==> config.mk <==
export PLATFORM = sky130hd
export DESIGN_NAME = ffha_ctrl
export DESIGN_NICKNAME = d
export VERILOG_FILES = /design/src/rtl/first_fit_heap_allocator_top_defines.svh /design/src/rtl/ffha_pkg.sv /design/src/rtl/ffha_ctrl.sv
export SDC_FILE = /design/constraint.sdc
export NUM_CORES = 1
export LEC_CHECK = 0
export BUFFER_PORTS_ARGS = -buffer_cell sky130_fd_sc_hd__buf_2
export CAP_MARGIN = 20
export CORE_AREA = 2 2 39 41
export CTS_BUF_LIST = sky130_fd_sc_hd__clkbuf_8 sky130_fd_sc_hd__clkbuf_16
export CTS_CLUSTER_DIAMETER = 200
export CTS_CLUSTER_SIZE = 20
export DETAILED_ROUTE_END_ITERATION = 16
export DIE_AREA = 0 0 41 43
export SETUP_SLACK_MARGIN = 0.02
export SLEW_MARGIN = 10
export SYNTH_ARGS = -nofsm -noshare
export SYNTH_HDL_FRONTEND = slang
export SYNTH_SLANG_ARGS = --single-unit
==> constraint.sdc <==
create_clock -name clock -period 1.65 [get_ports clock]
set_input_delay 0.0825 -clock clock [delete_from_list [all_inputs] [get_ports clock]]
set_output_delay 0.0825 -clock clock [all_outputs]
set_load 0.01 [all_outputs]
==> src/rtl/first_fit_heap_allocator_top_defines.svh <==
// Assertion macros used by the allocator top level.
`ifndef FIRST_FIT_HEAP_ALLOCATOR_TOP_DEFINES_SVH
`define FIRST_FIT_HEAP_ALLOCATOR_TOP_DEFINES_SVH

// Same-cycle implication, sampled on clock, off during reset.
`define FFHA_ASSERT_NOW(label, ante, cons, msg) \
   label: assert property (@(posedge clock) disable iff (reset) (ante) |-> (cons)) \
      else $error(msg);

// Next-cycle implication, sampled on clock, off during reset.
`define FFHA_ASSERT_NEXT(label, ante, cons, msg) \
   label: assert property (@(posedge clock) disable iff (reset) (ante) |=> (cons)) \
      else $error(msg);

`endif

==> src/rtl/ffha_pkg.sv <==
package ffha_pkg;

   // default geometry
   localparam int HEAP_UNITS_DEF = 32768;
   localparam int UNIT_BYTES_DEF = 8;

   // fixed field widths
   localparam int BYTES_W = 19;
   localparam int UNIT_W  = 15;
   localparam int FREE_W  = 18;
   // rounded-up byte count, and the common compare width
   localparam int NUM_W   = BYTES_W + 1;
   localparam int CMP_W   = 22;

   typedef enum logic [1:0] {
      CMD_ALLOC   = 2'd0,
      CMD_RELEASE = 2'd1,
      CMD_STATUS  = 2'd2
   } cmd_type;

   typedef struct packed {
      cmd_type             command;
      logic [BYTES_W-1:0]  request_bytes;
      logic [UNIT_W-1:0]   release_unit;
   } req_type;

   typedef struct packed {
      logic [UNIT_W-1:0]   granted_unit;
      logic                granted;
      logic [FREE_W-1:0]   free_bytes;
   } rsp_type;

   typedef enum logic [4:0] {
      ST_IDLE,
      ST_DIV,
      ST_SETUP0,
      ST_SETUP1,
      ST_A_RD0,
      ST_A_P,
      ST_A_CHK,
      ST_A_SPLIT,
      ST_R_RD0,
      ST_R_WALK,
      ST_L1,
      ST_L2,
      ST_L3,
      ST_L4,
      ST_L5,
      ST_L6,
      ST_DONE
   } state_type;

   // controller to datapath
   typedef struct packed {
      state_type step;
      logic      load;
   } ctl_type;

   // datapath to controller
   typedef struct packed {
      logic rel_ok;
      logic heap_ready;
      logic fit;
      logic exact;
      logic tail_ok;
      logic p_zero;
      logic guard_end;
      logic walk_brk;
   } sts_type;

   // saturate at lim
   function automatic logic [CMP_W-1:0] sat(input logic [CMP_W-1:0] v,
                                            input logic [CMP_W-1:0] lim);
      return (v > lim) ? lim : v;
   endfunction

endpackage

==> src/rtl/ffha_ctrl.sv <==
module ffha_ctrl (
   input  logic              clock,
   input  logic              reset,
   input  logic              start,
   input  ffha_pkg::cmd_type command,
   input  ffha_pkg::sts_type sts,
   output ffha_pkg::ctl_type ctl,
   output logic              busy
);
   import ffha_pkg::*;

   state_type state_ff, state_in;

   always_ff @(posedge clock) begin
      if (reset) begin
         state_ff <= ST_IDLE;
      end else begin
         state_ff <= state_in;
      end
   end

   // next state and commands
   always_comb begin
      state_in = state_ff;
      ctl.step = state_ff;
      ctl.load = 1'b0;
      busy     = (state_ff != ST_IDLE);
      unique case (state_ff)
         ST_IDLE: begin
            if (start) begin
               ctl.load = 1'b1;
               unique case (command)
                  CMD_ALLOC:   state_in = ST_DIV;
                  CMD_RELEASE: state_in = sts.rel_ok ? ST_R_RD0 : ST_DONE;
                  default:     state_in = ST_DONE;
               endcase
            end
         end
         ST_DIV:    state_in = sts.heap_ready ? ST_A_RD0 : ST_SETUP0;
         ST_SETUP0: state_in = ST_SETUP1;
         ST_SETUP1: state_in = ST_A_RD0;
         ST_A_RD0:  state_in = ST_A_P;
         ST_A_P:    state_in = ST_A_CHK;
         ST_A_CHK: begin
            if (sts.fit) begin
               state_in = (!sts.exact && sts.tail_ok) ? ST_A_SPLIT : ST_DONE;
            end else if (sts.p_zero || sts.guard_end) begin
               state_in = ST_DONE;
            end
         end
         ST_A_SPLIT: state_in = ST_DONE;
         ST_R_RD0:   state_in = ST_R_WALK;
         ST_R_WALK: begin
            if (sts.walk_brk) begin
               state_in = ST_L1;
            end else if (sts.guard_end) begin
               state_in = ST_DONE;
            end
         end
         ST_L1:   state_in = ST_L2;
         ST_L2:   state_in = ST_L3;
         ST_L3:   state_in = ST_L4;
         ST_L4:   state_in = ST_L5;
         ST_L5:   state_in = ST_L6;
         ST_L6:   state_in = ST_DONE;
         ST_DONE: state_in = ST_IDLE;
         default: state_in = ST_IDLE;
      endcase
   end
endmodule

Word-level counts from Yosys, hierarchy flattened:

Index checks and enable logic that the tools add are counted.

* register bits: 5
* output and inout port bits: 7

* reduce and logical (&&, ||, !) cells: 8
* equality and inequality tests: 19
* mux-type cells: 12

Operators by type and width (count)
* 5-bit case mux with 15 select lines: 1
* 5-bit by 4-bit == test with 1-bit output, second input constant: 8
* 5-bit two-way mux: 7
* 5-bit by 3-bit == test with 1-bit output, second input constant: 4
* 5-bit by 2-bit == test with 1-bit output, second input constant: 2
* 5-bit case mux with 2 select lines: 1
* 3-bit inequality test, second input constant: 2
* 5-bit by 1-bit == test with 1-bit output, second input constant: 1
* 5-bit logical NOT: 1
* 5-bit nonzero test: 1
* 3-bit two-way mux: 1
* 3-bit AND reduction: 1
* 2-bit by 1-bit == test with 1-bit output, second input constant: 1
* 2-bit logical NOT: 1
* 1-bit two-way mux: 2
* 2-bit inequality test, second input constant: 1
* 2-bit OR reduction: 1
* 1-bit logical AND: 1
* 1-bit logical NOT: 1
* 1-bit logical OR: 1

Longest topological paths before layout:

* word-level depth: 5
* gate-level depth with buffers: 6

Least setup slack after synthesis:

Ideal clock, no wire load.

* path type: register -> register
* start point: register state_ff[2]
* end point: register state_ff[0]
* stages on the path, launching flop included: 7
* buffers on the path: 1
* arrival: 1293 ps
* setup slack: 240 ps
* required time: 1533 ps
* cell sequence: dfxtp_1 buf_6 nor3b_2 nand3b_1 o31a_1 o21ai_4 o21ai_2

* cells in the longest elaborated chain, start to end: 3
* elaborated cells between the ends (all ways): 22

Ends and longest elaborated chain
* from (decl): line ffha_ctrl.sv:12 `state_type state_ff, state_in;`
* from (signal assigned): line ffha_ctrl.sv:18 `state_ff <= state_in;`
* 5-bit by 4-bit == test with 1-bit output (tied with other cells): line ffha_ctrl.sv:28 `unique case (state_ff)`
* 2-bit OR reduction (no line) (tied with other cells)
* 5-bit case mux with 15 select lines / 3-bit AND reduction (equally long branches)

Parallel ways exist; a longest one is shown, timed or not.
A chain may end at the register's enable or synchronous reset.

Worst setup path in the final report:

* start point: register state_ff[2]
* end point: register state_ff[3]

Same word-level chain as after synthesis.

==> impl_results.md <==
* Count of pins over their slew limit at 0
* Largest regs: state_ff x5
* Critical path fanouts, max at 10
* H-tree levels at 1
* Core box area at approximately 0.0014 mm2
* Remaining antenna violation count at 0
* RR Startpoint: state_ff[2]$_SDFFE_PP0P_
* Max incr delay on CP at about 430 ps
* RSZ-0062 raised after global routing: false
* WP data required at roughly 1800 ps
* First-pass GRT wire length at 1883 um
* CTS tree: done
* Number of global-route vias before repair at 471
* Ant diodes at 0
* Max_cap viols at 0
* Clock skew at 2.055 ps
* P_leak at 0.2610 nW
* Logic pwr share at between 20% and 30%
* Crit. End Element: register
* Crit path DAT at ~1600 ps
* Psw at roughly 150 uW
* Synth area leaders: dfxtp_1 (21%), a21oi_1 (6.3%), o21ai_0 (5.3%)
* Worst path bufs/invs at 0
* Final HPWL DP at about 950 um
* Routed vias/inst at between 5 and 6
* Pin slew with the least headroom to its limit at a little under 400 ps
* Crit share post-route at ~88%
* Reg with most FFs: state_ff
* Terminus of the critical flop-to-flop path: state_ff[3]$_SDFFE_PP0P_
* Fmax at just under 700 MHz
* Gpl congestion at 0.8411
* Sequential-to-total area share from yosys stat at between 20% and 30%
* Initial Util at 34.27%
* Final Setup Violations at 0
* Sw Ratio at between 20 and 30%
* Synth-to-layout area growth at 29.29%
* Synth Register Bits at 5
* Max-Slew Margin vs Limit at 74.14%
* Top Ports at 20
* IO Port Bufs at 19
* Vias at 491
* Clock network fraction of total power at 40.8%
* Cell-internal power at 366.1 uW
* Fin crit period at roughly 1500 ps
* Crit path to: state_ff[3]$_SDFFE_PP0P_
* Mapped Cells at 58
* Wire per inst at 11.87 um
* Post-CTS Setup Inserts at 0
* Hold Vio Cnt, Final at 0
* CP Launch Type: register
* Synthesized Nets at 71
* Rows at 14
* Die area at 0.001763 mm2
* Dominant cell type by area after synthesis: dfxtp_1
* Syn. warnings at 0
* Clock Tree Root: clkbuf_8
* Status: completed
* CTS buffer count at 3
* Critical path origin: state_ff[2]$_SDFFE_PP0P_
* CTS Sinks at 5
* Reg2reg path depth at 5
* Clk_lat worst skew at approximately 210 ps
* Layout cells sized above 1 at a little over two fifths
* Clock Tree Buf Depth at 2
* Max reg flops at 5
* Mean Syn Cell Area at 8.176 um2
* Worst Hold Class: in2reg
* Total Routing Usage GR at about 15%
* NumNets Final at slightly above 90
* Die Ht at 43 um
* Yosys top cell area share at 21.11%
* Antenna violations before repair at 0
* Critical path depth in cells at 5
* Crit Path Category: reg2reg
* Synthesized cell area at approximately 470 um2
* Crit-path slowest cell: dfxtp_2
* Non-Filler Instances at 95
* TNS Setup at 0 ps
* Synth cell types at 32
* Cells after DPL at 91
* DR iter-0 viols at 14
* Grt ovf at 0
* CP cell instances: nor3b_2 -> nand3b_1 -> o31a_1 -> o21ai_4 -> o21ai_2
* Reg clk slew, reported paths at 30 ps
* Total wire length at 1128 um
* Peak VDD IR at roughly 0.36 mV
* Pwr Density at roughly 840 mW/mm2
* Pin count of the biggest net entering global routing at 13
* DRC Markers at 0
* Family with the most delay on the worst path: compound AO/OA/AOI/OAI gates
* Reg2reg setup slack at ~200 ps
* Die Width at 41 um
* Sequential share of power at between 20% and 30%
* Pre-antenna DRT Iters at 4
layer usage:
metal | wire, um | global-route usage (%) | vias up
li1 | - | - | 258
met1 | 479 | 17.48 | 224
met2 | 617 | 25.94 | 9
met3 | 31 | 3.141 | 0
met5 | 0 | 0 | -
met4 | 0 | 6.000 | 0
logic make-up after synthesis:
group / synth area share, %
multiplexers: 2.111
buffers and inverters: 7.916
adder cells (fa/ha/maj): 2.111
AND/OR/NAND/NOR: 36.94
AO/OA/AOI/OAI: 29.82
flip-flops: 21.11
Yosys cell counts, drive strengths merged:
library cell  instances
a211oi                1
a21oi                 6
a31oi                 1
and2                  1
and2b                 1
and3                  1
buf                   3
dfxtp                 5
inv                   2
maj3                  1
mux2i                 1
nand2                 2
nand2b                4
nand3                 1
nand3b                2
nand4b                1
nor2                  4
nor2b                 2
nor3                  4
nor3b                 1
o2111a                1
o21a                  1
o21ai                 8
o31a                  1
o32a                  1
or3                   1
or4                   1
power by group through the flow:
stage | clock network, mW | registers (mW) | logic (mW)
2_1_floorplan | 0 | 0.147 | 0.106
3_3_place_gp | 0 | 0.155 | 0.153
3_5_place_dp | 0 | 0.154 | 0.154
4_1_cts | 0.217 | 0.152 | 0.155
5_1_grt | 0.226 | 0.155 | 0.167
6_report | 0.211 | 0.152 | 0.154
how the worst min path moves through the flow:
stage / depth (start not counted) / from / slack (ps) / end
after floorplan: 1 / reset / 150 / state_ff[1]$_SDFFE_PP0P_
final: 2 / reset / 70 / state_ff[2]$_SDFFE_PP0P_
after global routing: 2 / reset / 80 / state_ff[2]$_SDFFE_PP0P_
after global placement: 2 / reset / 300 / state_ff[2]$_SDFFE_PP0P_
after detailed placement: 2 / reset / 300 / state_ff[2]$_SDFFE_PP0P_
after CTS: 2 / reset / 80 / state_ff[2]$_SDFFE_PP0P_
timing repair:
action | CTS | global route
resized for setup | 0 | 1
hold buffers | 0 | 0
setup endpoints to repair | 0 | 3
per-stage QoR:
step	area (um2)	utilization, %	worst slack, ps	hold slack [ps]	power [mW]
after global routing	613.1	44.30	107.7	82.52	0.5479
after CTS	611.8	44.21	72.29	75.11	0.5235
final	613.1	44.30	199.5	70.12	0.5165
after global placement	566.8	40.96	114.5	302.0	0.3087
after detailed placement	566.8	40.96	88.80	301.2	0.3075
after floorplan	474.2	-	239.7	151.6	0.2537
placed cells by master (no fill, tap or decap), drive strengths merged, types with 2 or more instances in the layout:
| master | Yosys | routed |
|---|---|---|
| o21ai | 8 | 8 |
| a21oi | 6 | 6 |
| dfxtp | 5 | 5 |
| buf | 3 | 20 |
| nor2b | 2 | 2 |
| nand3b | 2 | 2 |
| clkbuf | 0 | 3 |
| inv | 2 | 3 |
| nor3 | 4 | 4 |
| nor2 | 4 | 4 |
| nand2b | 4 | 4 |
| nand2 | 2 | 2 |
layout make-up:
class,instances,area (um2)
clock inverters,1,3.754
multi-input cells,48,336.6
clock buffers,3,41.29
fillers,153,770.7
inverters,2,7.507
well taps,16,20.02
repair buffers,20,102.6
flip-flops and latches,5,101.3
(Power assumes the default switching activity.)
